--- src/hw/rtl/ifr_pkg.sv ---
// shared types and constants of the imu frame receiver
`default_nettype none

package ifr_pkg;

  localparam logic [7:0] SYNC_FIRST  = 8'h88;
  localparam logic [7:0] SYNC_SECOND = 8'hAF;

  // payload positions at or beyond this are counted but dropped
  localparam int unsigned BUF_DEPTH = 64;

  // only the first bytes of the payload are ever decoded
  localparam int unsigned STORE_BYTES = 28;
  localparam int unsigned STORE_IDX_W = $clog2(STORE_BYTES);
  localparam int unsigned NUM_WORDS   = STORE_BYTES / 2;
  localparam int unsigned WORD_IDX_W  = $clog2(NUM_WORDS);

  localparam int unsigned IDX_W = 4;
  localparam logic [IDX_W-1:0] FIRST_FIELD = 4'd0;
  localparam logic [IDX_W-1:0] LAST_FIELD  = 4'd12;

  typedef enum logic [1:0] {
    PH_IDLE = 2'd0,
    PH_SYNC = 2'd1,
    PH_LEN  = 2'd2,
    PH_DATA = 2'd3
  } phase_e;

  typedef logic [7:0]  byte_t;
  typedef logic [15:0] word_t;
  typedef word_t [NUM_WORDS-1:0] frame_words_t;

  // frame close event handed from parser to emitter
  typedef struct packed {
    logic         valid;
    frame_words_t words;
  } frame_evt_t;

endpackage

`default_nettype wire

--- src/hw/rtl/ifr_parser.sv ---
// byte parser: sync search, length capture and payload store
`default_nettype none

module ifr_parser import ifr_pkg::*; (
  input  wire logic       clk_i,
  input  wire logic       rst_ni,
  input  wire logic       in_valid_i,
  output logic            in_stall_o,
  input  wire logic [7:0] rx_byte_i,
  input  wire logic       emit_ready_i,
  output frame_evt_t      frame_evt_o
);

  phase_e phase_q, phase_d;
  logic [7:0] len_q, len_d;
  logic [7:0] count_q, count_d;
  byte_t      store_q [STORE_BYTES];

  logic accept;
  logic at_close;
  logic store_we;

  assign at_close   = (phase_q == PH_DATA) && (count_q == len_q);
  assign in_stall_o = at_close && !emit_ready_i;
  assign accept     = in_valid_i && !in_stall_o;

  // next state
  always_comb begin
    phase_d = phase_q;
    case (phase_q)
      PH_IDLE: begin
        if (accept && (rx_byte_i == SYNC_FIRST)) phase_d = PH_SYNC;
      end
      PH_SYNC: begin
        if (accept && (rx_byte_i == SYNC_SECOND)) phase_d = PH_LEN;
      end
      PH_LEN: begin
        if (accept) phase_d = PH_DATA;
      end
      PH_DATA: begin
        if (accept && at_close) phase_d = PH_IDLE;
      end
      default: phase_d = PH_IDLE;
    endcase
  end

  // outputs and datapath controls
  always_comb begin
    len_d             = len_q;
    count_d           = count_q;
    store_we          = 1'b0;
    frame_evt_o.valid = 1'b0;
    for (int w = 0; w < NUM_WORDS; w++) begin
      frame_evt_o.words[w] = {store_q[2*w], store_q[2*w+1]};
    end
    case (phase_q)
      PH_LEN: begin
        if (accept) begin
          len_d   = rx_byte_i;
          count_d = 8'd0;
        end
      end
      PH_DATA: begin
        if (accept) begin
          if (at_close) begin
            frame_evt_o.valid = 1'b1;
          end else begin
            count_d  = count_q + 8'd1;
            store_we = ({1'b0, count_q} < 9'(BUF_DEPTH)) &&
                       ({1'b0, count_q} < 9'(STORE_BYTES));
          end
        end
      end
      default: ;
    endcase
  end

  always_ff @(posedge clk_i or negedge rst_ni) begin
    if (!rst_ni) begin
      phase_q <= PH_IDLE;
      len_q   <= 8'd0;
      count_q <= 8'd0;
    end else begin
      phase_q <= phase_d;
      len_q   <= len_d;
      count_q <= count_d;
    end
  end

  always_ff @(posedge clk_i or negedge rst_ni) begin
    if (!rst_ni) begin
      for (int i = 0; i < STORE_BYTES; i++) store_q[i] <= 8'd0;
    end else if (store_we) begin
      store_q[count_q[STORE_IDX_W-1:0]] <= rx_byte_i;
    end
  end

endmodule

`default_nettype wire

--- src/hw/rtl/ifr_emitter.sv ---
// frame snapshot, field decode and output register
`default_nettype none

module ifr_emitter import ifr_pkg::*; (
  input  wire logic          clk_i,
  input  wire logic          rst_ni,
  input  wire frame_evt_t    frame_evt_i,
  output logic               emit_ready_o,
  output logic               out_valid_o,
  input  wire logic          out_stall_i,
  output logic [IDX_W-1:0]   field_index_o,
  output logic signed [31:0] field_value_o,
  output logic               last_o
);

  word_t            snap_q [NUM_WORDS];
  logic             pend_q;
  logic [IDX_W-1:0] idx_q;
  logic             out_valid_q;
  logic [IDX_W-1:0] out_index_q;
  logic [31:0]      out_value_q, out_value_d;
  logic             out_last_q;

  logic  load_out;
  word_t cur_word;

  assign emit_ready_o = !pend_q;
  assign load_out     = pend_q && (!out_valid_q || !out_stall_i);
  assign cur_word     = snap_q[idx_q[WORD_IDX_W-1:0]];

  always_comb begin
    if (idx_q == LAST_FIELD) begin
      // pressure, little endian over bytes 24..27
      out_value_d = {snap_q[NUM_WORDS-1][7:0], snap_q[NUM_WORDS-1][15:8],
                     snap_q[NUM_WORDS-2][7:0], snap_q[NUM_WORDS-2][15:8]};
    end else begin
      out_value_d = {{16{cur_word[15]}}, cur_word};
    end
  end

  always_ff @(posedge clk_i) begin
    if (frame_evt_i.valid) begin
      for (int w = 0; w < NUM_WORDS; w++) snap_q[w] <= frame_evt_i.words[w];
    end
  end

  always_ff @(posedge clk_i or negedge rst_ni) begin
    if (!rst_ni) begin
      pend_q      <= 1'b0;
      idx_q       <= FIRST_FIELD;
      out_valid_q <= 1'b0;
    end else begin
      if (frame_evt_i.valid) begin
        pend_q <= 1'b1;
        idx_q  <= FIRST_FIELD;
      end else if (load_out) begin
        if (idx_q == LAST_FIELD) pend_q <= 1'b0;
        else                     idx_q  <= idx_q + 4'd1;
      end
      if (load_out)          out_valid_q <= 1'b1;
      else if (!out_stall_i) out_valid_q <= 1'b0;
    end
  end

  always_ff @(posedge clk_i) begin
    if (load_out) begin
      out_index_q <= idx_q;
      out_value_q <= out_value_d;
      out_last_q  <= (idx_q == LAST_FIELD);
    end
  end

  assign out_valid_o   = out_valid_q;
  assign field_index_o = out_index_q;
  assign field_value_o = out_value_q;
  assign last_o        = out_last_q;

endmodule

`default_nettype wire

--- src/hw/rtl/imu_frame_receiver.sv ---
// top level of the imu frame receiver
//
// usage: one received byte enters per input beat (rx_byte_i, in_valid_i / in_stall_o).
// the parser hunts for 0x88, then for 0xaf, takes the next byte as payload length
// and stores the payload; the byte after the payload closes the frame.
// a closing beat snapshots the first 28 payload bytes into the emitter, which
// sends 13 output beats (field_index_o, field_value_o, last_o) one per cycle unless
// out_stall_i holds them: twelve sign extended 16-bit big endian fields, then the
// 32-bit little endian pressure word with last_o set.
// result path: the closing beat loads the snapshot register, from which the first
// result is then loaded into the output register that drives the outputs.
// throughput: one input beat per cycle; in_stall_o rises only on a closing byte
// while the previous frame's results are still being drained, so the 13 result
// beats of one frame and the next frame's bytes overlap freely.
// receiver stall: out_stall_i holds the output register, the snapshot keeps the
// pending results, and the input side keeps taking bytes.
// reset: phase goes idle, length and count clear, the payload store reads as zero
// and no result is pending.

`default_nettype none

module imu_frame_receiver import ifr_pkg::*; (
  input  wire logic          clk_i,
  input  wire logic          rst_ni,
  input  wire logic          in_valid_i,
  output logic               in_stall_o,
  input  wire logic [7:0]    rx_byte_i,
  output logic               out_valid_o,
  input  wire logic          out_stall_i,
  output logic [3:0]         field_index_o,
  output logic signed [31:0] field_value_o,
  output logic               last_o
);

  // frame close event with the decoded byte window
  frame_evt_t frame_evt;
  // emitter has no results outstanding
  logic       emit_ready;

  ifr_parser u_parser (
    .clk_i       (clk_i),
    .rst_ni      (rst_ni),
    .in_valid_i  (in_valid_i),
    .in_stall_o  (in_stall_o),
    .rx_byte_i   (rx_byte_i),
    .emit_ready_i(emit_ready),
    .frame_evt_o (frame_evt)
  );

  ifr_emitter u_emitter (
    .clk_i        (clk_i),
    .rst_ni       (rst_ni),
    .frame_evt_i  (frame_evt),
    .emit_ready_o (emit_ready),
    .out_valid_o  (out_valid_o),
    .out_stall_i  (out_stall_i),
    .field_index_o(field_index_o),
    .field_value_o(field_value_o),
    .last_o       (last_o)
  );

`ifndef SYNTHESIS
  // last marks the pressure field and nothing else
  a_last_on_pressure: assert property (@(posedge clk_i) disable iff (!rst_ni)
    out_valid_o |-> (last_o == (field_index_o == LAST_FIELD)))
    else $error("last flag does not match pressure field");

  // input is held back only while a previous frame is still draining
  a_stall_only_busy: assert property (@(posedge clk_i) disable iff (!rst_ni)
    in_stall_o |-> !emit_ready)
    else $error("input stalled with emitter idle");

  // a closing beat always leaves results pending
  a_close_pends: assert property (@(posedge clk_i) disable iff (!rst_ni)
    frame_evt.valid |=> !emit_ready)
    else $error("frame close did not start emission");
`endif

endmodule

`default_nettype wire
--- config.mk ---
export PLATFORM = sky130hd
export DESIGN_NAME = imu_frame_receiver
export DESIGN_NICKNAME = d
export VERILOG_FILES = /design/src/hw/rtl/ifr_pkg.sv /design/src/hw/rtl/ifr_parser.sv /design/src/hw/rtl/ifr_emitter.sv /design/src/hw/rtl/imu_frame_receiver.sv
export SDC_FILE = /design/constraint.sdc
export NUM_CORES = 1
export LEC_CHECK = 0
export ABC_CLOCK_PERIOD_IN_PS = 8100
export BUFFER_PORTS_ARGS = -buffer_cell sky130_fd_sc_hd__buf_2
export CORE_MARGIN = 5
export CORE_UTILIZATION = 45
export CTS_BUF_LIST = sky130_fd_sc_hd__clkbuf_16
export DETAILED_ROUTE_END_ITERATION = 6
export HOLD_SLACK_MARGIN = 0.05
export PLACE_DENSITY = 0.71
export SLEW_MARGIN = 10
export SYNTH_ARGS = -nofsm -noshare
export SYNTH_HDL_FRONTEND = slang
export SYNTH_SLANG_ARGS = --single-unit
--- constraint.sdc ---
create_clock -name clk_i -period 8.1 [get_ports clk_i]
set_input_delay 0.405 -clock clk_i [delete_from_list [all_inputs] [get_ports clk_i]]
set_output_delay 0.405 -clock clk_i [all_outputs]
set_load 0.01 [all_outputs]
==> results.sh, run 1 <==
export IMPL_clockBufferDepth=3
export IMPL_min_delay_worst_endpoint="u_emitter.out_valid_o"
export IMPL_drcViolationCount=0
export IMPL_antenna_found_initial=2
export IMPL_r2r_start="u_parser.count_q[2]"
export IMPL_nNetsFinal=1178
export IMPL_grt_start_max_net_pins=159
export IMPL_vias=9832
export IMPL_criticalPathCategory="flip-flop to flip-flop"
export IMPL_portBuffers=50
export IMPL_final_cell_mix="edfxtp_1, dfrtp_1, mux2_2"
export IMPL_worstReg2RegEnd="u_parser.phase_q[1]"
export IMPL_pre_cts_slack_ns=4.247
export IMPL_post_place_cells=1695
export IMPL_worst_pin_slew_ns=0.9771
export IMPL_cts_resized=0
export IMPL_hold_depth=3
export IMPL_synth_cell_types=55
export IMPL_die_h_um=221.8
export IMPL_worstSetupStartpointType="flip-flop"
export IMPL_cts_tree="built"
export IMPL_core_sq_mm=0.04432
export IMPL_hold_violations=0
export IMPL_viasPerCell=5.493
export IMPL_syn_instance_count=1110
export IMPL_cts_root_buf="clkbuf_16"
export IMPL_drtAntennaViolNets=0
export IMPL_h_tree_depth=2
export IMPL_postSynthAreaPerCell_sq_um=18.19
export IMPL_ys_warn_count=0
export IMPL_grt_ovfl_total=0
export IMPL_timing_final_crit_period_ns=3.832
export IMPL_synth_seq_cells=509
export IMPL_finalSetupTns_ns=0
export IMPL_fmax_mhz=261.0
export IMPL_drv_slew=0
export IMPL_yosys_area_top_type_share_pct=38.82
export IMPL_start_util_pct=45.55
export IMPL_first_pass_iters=5
export IMPL_slew_limit_headroom_pct=34.86
export IMPL_arrival_ns=4.30
export IMPL_cts_sinks=509
export IMPL_rsz0062_at_grt="false"
export IMPL_rows=77
export IMPL_grt_total_usage_pct=16.29
export IMPL_crit_fanout=65
export IMPL_reg2regPathDepth=7
export IMPL_place_congestion=0.7908
export IMPL_dieArea_sq_mm=0.04920
export IMPL_drt_wl_total_um=39320
export IMPL_p_per_area_mw_per_mm2=275.8
export IMPL_max_cap_violations=0
export IMPL_cts_made_buffers=50
export IMPL_leakage_uw=0.008853
export IMPL_synth_fp_nets=1132
export IMPL_fin_ws_ns=4.268
export IMPL_fin_skew_ns=0.02051
export IMPL_final_layout_size_suffix_gt1_share_pct=37.65
export IMPL_ir_drop_v=0.0002294
export IMPL_netlist_area_sq_mm=0.02019
export IMPL_syn2layout_area_growth_pct=11.14
export IMPL_synth_ff_type="edfxtp_1"
export IMPL_clock_latency_ns=0.59
export IMPL_period_share_pct=47.30
export IMPL_synth_edf_count=261
export IMPL_drt_iter0_markers=701
export IMPL_clkSlewWorstSetupHoldPaths_ns=0.06
export IMPL_hp_start="out_stall_i"
export IMPL_die_w_um=221.8
export IMPL_post_cts_buffers=0
export IMPL_hp_class="input pin to flip-flop"
export IMPL_regToRegSetupSlack_ns=4.27
export IMPL_yosys_top_cells_area="edfxtp_1, dfrtp_1, mux2_2"
export IMPL_grt_pass1_wl_um=62470
export IMPL_routedWlPerCell_um=21.96
export IMPL_status="completed"
export IMPL_diodes=0
export IMPL_fin_cells=1790
export IMPL_grt_pass1_vias=10148
export IMPL_fill_cells=3557
export IMPL_final_common_cell="edfxtp_1"
export IMPL_worst_setup_path_end_kind="flip-flop"
export IMPL_num_io_pins=51
export IMPL_ys_seq_area_share_pct=69.56
export IMPL_setup_viol=0
export IMPL_cp_required_ns=8.57
export IMPL_dpl_hpwl_um=23850
export IMPL_synth_largest_area_cell="edfxtp_1"
export IMPL_synthArstFlopShare_pct=48.72
## flip-flops by register name, summed over array words and instances (netlist names)
register / count
u_emitter.last_o: 1
u_emitter.idx_q: 4
u_emitter.snap_q: 224
u_parser.frame_evt_o: 224
u_parser.count_q: 8
u_emitter.pend_q: 1
u_parser.phase_q: 2
u_emitter.out_valid_o: 1
u_emitter.field_index_o: 4
u_emitter.field_value_o: 32
u_parser.len_q: 8
## area by class of cell
class                      count  area, sq um  area share, %
clock buffer                  50         1251          5.576
tap                          592        740.7          3.301
inverter                      12        45.04         0.2007
sequential                   509        14050          62.61
multi-input combinational    521         5756          25.65
timing repair buffer          62        365.4          1.628
clock inverter                44        231.5          1.032
## routing by layer
metal | part of all wire [%] | global-route usage (%) | vias up | routed length, um
met1 | 46 | 24.40 | 5182 | 18100
met4 | 1.6 | 3.957 | 0 | 643
met5 | 0 | 0 | - | 0
li1 | - | - | 4305 | -
met3 | 6.1 | 3.442 | 47 | 2386
met2 | 46 | 24.78 | 298 | 18180
## synthesized netlist by cell type, drive strengths merged, types with 4 or more instances
master	number
a21o	18
a22o	5
and2	5
and3	10
buf	29
clkbuf	39
dfrtp	248
edfxtp	261
ha	10
inv	12
mux2	231
mux2i	19
mux4	63
nand2	49
nand2b	4
nand3	17
nand3b	4
nand4	6
nor2	17
nor3	5
nor4	8
o21ai	21
xor2	7
## where the power goes
| group | total, uW | internal (uW) | switching [uW] | leakage, uW |
|---|---|---|---|---|
| clock | 2110 | 1150 | 955 | 0.000774 |
| sequential | 3080 | 2940 | 137 | 0.00542 |
| combinational | 999 | 460 | 540 | 0.00266 |
| total | 6190 | 4560 | 1630 | 0.00885 |
## through the flow
stage                     hold slack [ns]  cell area [sq um]  power, uW  util (%)
after floorplan                    0.1094              20190       3845         -
after global placement             0.4251              20950       4110     47.26
after detailed placement           0.4273              20950       4147     47.26
after CTS                         0.06506              22440       6263     50.63
after global routing              0.09686              22440       6471     50.63
final                             0.08884              22440       6189     50.63
## worst max-delay path, stage by stage, from the launching register on
cell and delay (ns):
dfrtp_1 0.78, xor2_1 0.15, nor3_1 0.46, and2_1 0.21, and3_4 0.57, buf_4 0.76, o221a_2 0.36, mux2_2 0.34
## cell families after synthesis
family / count (synthesis) / share of synthesized area (%)
XOR/XNOR: 8 / 0.3471
adder cells (fa/ha/maj): 10 / 0.6198
AND/OR/NAND/NOR: 136 / 4.537
flip-flops: 509 / 69.56
AO/OA/AOI/OAI: 54 / 1.859
multiplexers: 313 / 21.06
buffers and inverters: 80 / 2.014
## timing repair
item / 4_1_cts / 5_1_grt
endpoints found under the hold margin: 90 / 0
setup endpoints to repair: 0 / 0
hold buffers: 1 / 0
## worst max path at each step
stage                              from                  end  slack [ns]  depth (start not counted)
CTS                 u_parser.count_q[2]  u_parser.phase_q[1]        4.25                          7
finish              u_parser.count_q[2]  u_parser.phase_q[1]        4.27                          7
global placement    u_parser.count_q[2]  u_parser.phase_q[1]        4.34                          7
floorplan           u_parser.count_q[1]  u_parser.phase_q[1]        0.44                          6
detailed placement  u_parser.count_q[2]  u_parser.phase_q[1]        4.25                          7
global route        u_parser.count_q[2]  u_parser.phase_q[1]        3.99                          7
(Power assumes the default switching activity.)
==> run 2, diff against run 1 <==
Settings changed: ABC_CLOCK_PERIOD_IN_PS 8100 to 3900, PLACE_DENSITY 0.71 to 0.69.
Clock period 8.1 ns to 3.9 ns, I/O delays scaled along.
==> run 2 against run 1 <==
Compared with the run above: sequential power rose by 110%; fmax rose by 20%; register-to-register slack got worse by 3.6 ns; first-iteration DRC count rose by 11%; sequential share of layout area fell by 0.46 points; critical path depth fell by 1; routed wire length rose by 1.1%; critical endpoint is now u_parser.frame_evt_o[176]; clock power rose by 110%; non-clock buffer count rose by 9; die area did not move; final area rose by 0.74%; clock skew fell by 0.0089 ns.
==> results.sh, run 2 (same netlist as run 1, synthesis figures left out) <==
export IMPL_nNetsFinal=1187
export IMPL_place_congestion=0.8480
export IMPL_hp_class="input pin to async pin"
export IMPL_grt_pass1_vias=10289
export IMPL_final_layout_size_suffix_gt1_share_pct=38.42
export IMPL_clkSlewWorstSetupHoldPaths_ns=0.06
export IMPL_core_sq_mm=0.04432
export IMPL_grt_total_usage_pct=16.47
export IMPL_path_buf_inv=0
export IMPL_h_tree_depth=2
export IMPL_first_pass_iters=5
export IMPL_cts_sinks=509
export IMPL_rsz0062_at_grt="false"
export IMPL_leakage_uw=0.008953
export IMPL_hold_violations=0
export IMPL_dieArea_sq_mm=0.04920
export IMPL_status="completed"
export IMPL_drcViolationCount=0
export IMPL_routed_top_layer="met4"
export IMPL_drtAntennaViolNets=0
export IMPL_finalSetupTns_ns=0
export IMPL_ir_drop_v=0.0003527
export IMPL_wl_met2_um=18250
export IMPL_die_h_um=221.8
export IMPL_rows=77
export IMPL_die_w_um=221.8
export IMPL_cp_required_ns=4.37
export IMPL_drv_slew=0
export IMPL_post_route_util_pct=51.01
export IMPL_clock_latency_ns=0.59
export IMPL_drt_wl_total_um=39730
export IMPL_period_share_pct=81.87
export IMPL_p_per_area_mw_per_mm2=575.1
export IMPL_crit_fanout=12
export IMPL_cp_cell_sequence="ha_1 > nor2b_1 > nand2b_1 > nor3_1 > and3_1 > mux2_2"
export IMPL_antenna_found_initial=2
export IMPL_timing_final_crit_period_ns=3.193
export IMPL_grt_pass1_wl_um=62860
export IMPL_dr_wl_met3_um=2386
export IMPL_fin_skew_ns=0.01157
export IMPL_worst_setup_path_end_kind="flip-flop"
export IMPL_slew_limit_headroom_pct=34.49
export IMPL_cp_slowest_cell="and3_1"
export IMPL_p_total_uw=13000
export IMPL_fmax_mhz=313.2
export IMPL_critical_path_startpoint="u_parser.phase_q[1]"
export IMPL_max_stage_delay_ns=0.59
export IMPL_max_cap_violations=0
export IMPL_seq_area_sq_mm=0.01405
export IMPL_wl_met1_um=18350
export IMPL_dpl_hpwl_um=24860
export IMPL_fin_cells=1797
export IMPL_post_place_cells=1702
export IMPL_final_common_cell="edfxtp_1"
export IMPL_multiInputGateArea_sq_mm=0.005756
export IMPL_grt_ovfl_total=0
export IMPL_worstSetupStartpointType="flip-flop"
export IMPL_setup_viol=0
export IMPL_crit_family="simple AND/OR/NAND/NOR gates"
export IMPL_criticalPathCategory="flip-flop to flip-flop"
export IMPL_start_util_pct=45.55
export IMPL_fill_cells=3626
export IMPL_r2r_start="u_parser.phase_q[1]"
export IMPL_drt_iter0_markers=775
export IMPL_vias=9786
export IMPL_routedWlPerCell_um=22.11
export IMPL_viasPerCell=5.446
export IMPL_cts_resized=0
export IMPL_cts_tree="built"
export IMPL_worst_pin_slew_ns=0.9826
export IMPL_syn2layout_area_growth_pct=11.97
export IMPL_grt_start_max_net_pins=104
export IMPL_arrival_ns=3.66
export IMPL_num_io_pins=51
export IMPL_cts_root_buf="clkbuf_16"
export IMPL_clockBufferDepth=3
export IMPL_final_cell_mix="edfxtp_1, dfrtp_1, mux2_2"
export IMPL_portBuffers=50
export IMPL_cts_made_buffers=50
export IMPL_diodes=0
-- run 2: repair_timing --
action	4_1_cts	5_1_grt
hold buffers	3	0
setup buffers	0	0
endpoints found under the hold margin	69	0
-- run 2: per-layer routing --
layer / vias to the layer above / global-route usage [%]
li1: 4305 / -
met1: 5188 / 25.08
met2: 237 / 24.75
met3: 56 / 3.323
met4: 0 / 3.917
met5: - / 0
-- run 2: cell type report --
cell class,count,share of cell area (%)
Sequential cell,509,62.15
Timing Repair Buffer,71,2.159
Clock inverter,42,1.218
Clock buffer,50,5.535
Tap cell,592,3.277
Inverter,12,0.1993
Multi-Input combinational cell,521,25.46
-- run 2: path summary, 6_finish.rpt --
kind	endpoint	slack, ns	cells past startpoint
max	u_parser.frame_evt_o[176]	0.71	6
min	u_parser.frame_evt_o[28]	0.15	2
max reg2reg	u_parser.frame_evt_o[176]	0.71	6
min reg2reg	u_emitter.snap_q[12][8]	0.44	0
max in group asynchronous	u_emitter.idx_q[1]	2.71	3
min in group clk_i	u_parser.len_q[7]	0.20	3
-- run 2: through the flow --
step | area [sq um] | hold slack (ns) | worst slack (ns)
finish | 22600 | 0.1519 | 0.7070
global route | 22600 | 0.1918 | 0.5029
CTS | 22600 | 0.1671 | 0.7383
detailed placement | 21050 | 0.1947 | 0.7473
global placement | 21050 | 0.1881 | 0.7698
floorplan | 20190 | -0.1006 | 0.2425
-- run 2: worst reg2reg max path, stage by stage (launching register included) --
cell and delay [ns]:
dfrtp_1 0.39, ha_1 0.49, nor2b_1 0.52, nand2b_1 0.28, nor3_1 0.41, and3_1 0.59
mux2_2 0.40
-- run 2: where the power goes --
group	internal [uW]	switching, uW
clock network	2480	1990
logic	977	1200
registers	6120	241
total	9570	3430
==> run 3, diff against run 2 <==
Settings changed: ABC_AREA set to 1, ABC_CLOCK_PERIOD_IN_PS 3900 to 3180.
Clock period 3.9 ns to 3.18 ns, I/O delays scaled along.
==> run 3 against run 2 <==
Compared with the run above: non-clock buffer count increased by 19; worst hold slack lost 0.070 ns; worst setup slack worse by 0.51 ns; area after synthesis is 2.2% lower; critical path depth rose by 2; final area decreased by 1.4%.
==> results.sh, run 3 <==
export IMPL_max_cap_violations=0
export IMPL_place_congestion=0.8607
export IMPL_grt_use_met1_pct=28.16
export IMPL_slew_limit_headroom_pct=20.70
export IMPL_post_cts_buffers=0
export IMPL_first_pass_iters=5
export IMPL_worst_pin_slew_ns=1.190
export IMPL_hold_buffers=3
export IMPL_drv_slew=0
export IMPL_cp_required_ns=3.39
export IMPL_cp_slowest_cell="buf_4"
export IMPL_dpl_hpwl_um=29000
export IMPL_start_util_pct=45.64
export IMPL_yosys_top_cells_area="edfxtp_1, dfrtp_1, o21ai_0"
export IMPL_grtUsageMet3_pct=3.998
export IMPL_cp_cell_sequence="ha_2 > inv_6 > o21ai_2 > and3b_1 > nand3_2 > or2_4 > clkinvlp_4 > buf_4"
export IMPL_drt_wl_total_um=47110
export IMPL_path_buf_inv=3
export IMPL_design_area_sq_mm=0.02229
export IMPL_vias=13135
export IMPL_cts_root_buf="clkbuf_16"
export IMPL_core_sq_mm=0.04327
export IMPL_fin_ws_ns=0.1938
export IMPL_clockBufferDepth=3
export IMPL_period_share_pct=93.90
export IMPL_grt_pass1_wl_um=74490
export IMPL_antenna_found_initial=0
export IMPL_grt_busiest_layer="met2"
export IMPL_fill_cells=3723
export IMPL_synth_edf_count=261
export IMPL_pre_cts_slack_ns=0.2067
export IMPL_placed_area_sq_mm=0.02070
export IMPL_portBuffers=50
export IMPL_fmax_mhz=334.9
export IMPL_die_w_um=219.5
export IMPL_die_h_um=219.5
export IMPL_syn_instance_count=1731
export IMPL_worst_setup_path_end_kind="flip-flop"
export IMPL_worstSetupStartpointType="flip-flop"
export IMPL_routedWlPerCell_um=19.73
export IMPL_cts_tree="built"
export IMPL_gr_usage_met2_pct=31.42
export IMPL_hp_class="input pin to flip-flop"
export IMPL_max_stage_delay_ns=0.90
export IMPL_arrival_ns=3.19
export IMPL_synth_seq_cells=509
export IMPL_rsz0062_at_grt="false"
export IMPL_final_layout_size_suffix_gt1_share_pct=10.37
export IMPL_criticalPathCategory="flip-flop to flip-flop"
export IMPL_num_io_pins=51
export IMPL_viasPerCell=5.500
export IMPL_drcViolationCount=0
export IMPL_fin_skew_ns=0.02808
export IMPL_ir_drop_v=0.0004705
export IMPL_synth_common_cells="nand2_1, o21ai_0, edfxtp_1"
export IMPL_cts_sinks=509
export IMPL_rows=76
export IMPL_clkSlewWorstSetupHoldPaths_ns=0.06
export IMPL_ys_seq_area_share_pct=71.12
export IMPL_cts_made_buffers=49
export IMPL_synth_largest_area_cell="edfxtp_1"
export IMPL_ys_warn_count=0
export IMPL_synth_cell_types=34
export IMPL_setup_viol=0
export IMPL_cts_resized=0
export IMPL_drt_iter0_markers=1169
export IMPL_dieArea_sq_mm=0.04817
export IMPL_drtAntennaViolNets=0
export IMPL_final_cell_mix="nand2_1, o21ai_0, edfxtp_1"
export IMPL_diodes=0
export IMPL_grt_total_usage_pct=19.82
export IMPL_status="completed"
export IMPL_grt_ovfl_total=0
export IMPL_hold_violations=0
export IMPL_grt_start_max_net_pins=110
export IMPL_yosys_area_top_type_share_pct=39.69
export IMPL_grt_pass1_vias=12920
export IMPL_leakage_uw=0.009258
export IMPL_nNetsFinal=1785
export IMPL_crit_family="buffers and inverters"
export IMPL_synth_ff_type="edfxtp_1"
export IMPL_h_tree_depth=2
export IMPL_postSynthAreaPerCell_sq_um=11.41
export IMPL_crit_fanout=90
export IMPL_synthArstFlopShare_pct=48.72
export IMPL_clock_latency_ns=0.60
export IMPL_syn2layout_area_growth_pct=12.90
export IMPL_netlist_area_sq_mm=0.01975
export IMPL_timing_final_crit_period_ns=2.986
export IMPL_synth_fp_nets=1753
export IMPL_p_per_area_mw_per_mm2=754.7
==> run 3: cell count changes after synthesis, moves of 34 or more <==
cell | before | now
nand3_1 | 9 | 43
o22ai_1 | 1 | 37
inv_1 | 12 | 60
mux2_2 | 220 | 0
nand2_1 | 41 | 357
clkbuf_1 | 38 | 99
nor2_1 | 14 | 147
o21ai_0 | 19 | 357
mux4_2 | 63 | 0
==> run 3: report_power, final <==
| group | switching, uW | internal [uW] |
|---|---|---|
| Clock | 2440 | 3180 |
| Combinational | 2330 | 986 |
| Sequential | 282 | 7610 |
| Total | 5050 | 11800 |
==> run 3: layout make-up <==
cell class | instances | area [sq um] | share of cell area [%]
Clock inverter | 41 | 309.0 | 1.386
Sequential cell | 509 | 14050 | 63.01
Tap cell | 585 | 732.0 | 3.283
Multi-Input combinational cell | 1051 | 5069 | 22.74
Inverter | 62 | 241.5 | 1.083
Clock buffer | 50 | 1251 | 5.612
Timing Repair Buffer | 90 | 643.1 | 2.885
==> run 3: kinds of logic (layout without fill, tap and decap cells) <==
family / Yosys count / count (layout) / share of synthesized area [%]
buffers and inverters: 171 / 243 / 3.333
adders and majority gates: 10 / 10 / 0.6336
and+or+nand+nor: 583 / 583 / 12.21
xor gates and xnor gates: 6 / 6 / 0.2661
DFF: 509 / 509 / 71.12
AOI/OAI and AO/OA: 452 / 452 / 12.44
==> run 3: final timing paths <==
check | start | to | slack, ns | cells after the start
max | u_parser.phase_q[0] | u_emitter.snap_q[10][2] | 0.19 | 8
min | rx_byte_i[6] | u_parser.len_q[6] | 0.08 | 3
max reg2reg | u_parser.phase_q[0] | u_emitter.snap_q[10][2] | 0.19 | 8
min reg2reg | u_parser.frame_evt_o[16] | u_emitter.snap_q[1][0] | 0.43 | 0
max in group asynchronous | rst_ni | u_parser.frame_evt_o[93] | 2.13 | 3
min in group asynchronous | rst_ni | u_parser.frame_evt_o[178] | 0.20 | 2
==> run 3: layer usage <==
layer | part of all wire, % | wire length, um
met1 | 44 | 20520
met2 | 47 | 22000
met3 | 7.1 | 3358
met4 | 2.6 | 1220
met5 | 0 | 0
==> run 3: metrics by stage <==
stage          setup TNS, ns  util (%)  std cells  total power [uW]  hold slack [ns]
6_report                   0     51.53       2388             16830          0.08213
5_1_grt                    0     51.53       2388             17610          0.08430
4_1_cts                    0     51.53       2388             16900          0.05340
3_5_place_dp               0     47.85       2294             11290           0.2599
3_3_place_gp               0     47.85       2294             11210           0.2661
2_1_floorplan        -432.00         -       1731             10030          -0.1366
==> run 3: worst register-to-register path: stages, from the launching register on <==
cell and delay [ns]:
dfrtp_1 0.39, ha_2 0.35, inv_6 0.08, o21ai_2 0.13
and3b_1 0.19, nand3_2 0.09, or2_4 0.30, clkinvlp_4 0.13
buf_4 0.90
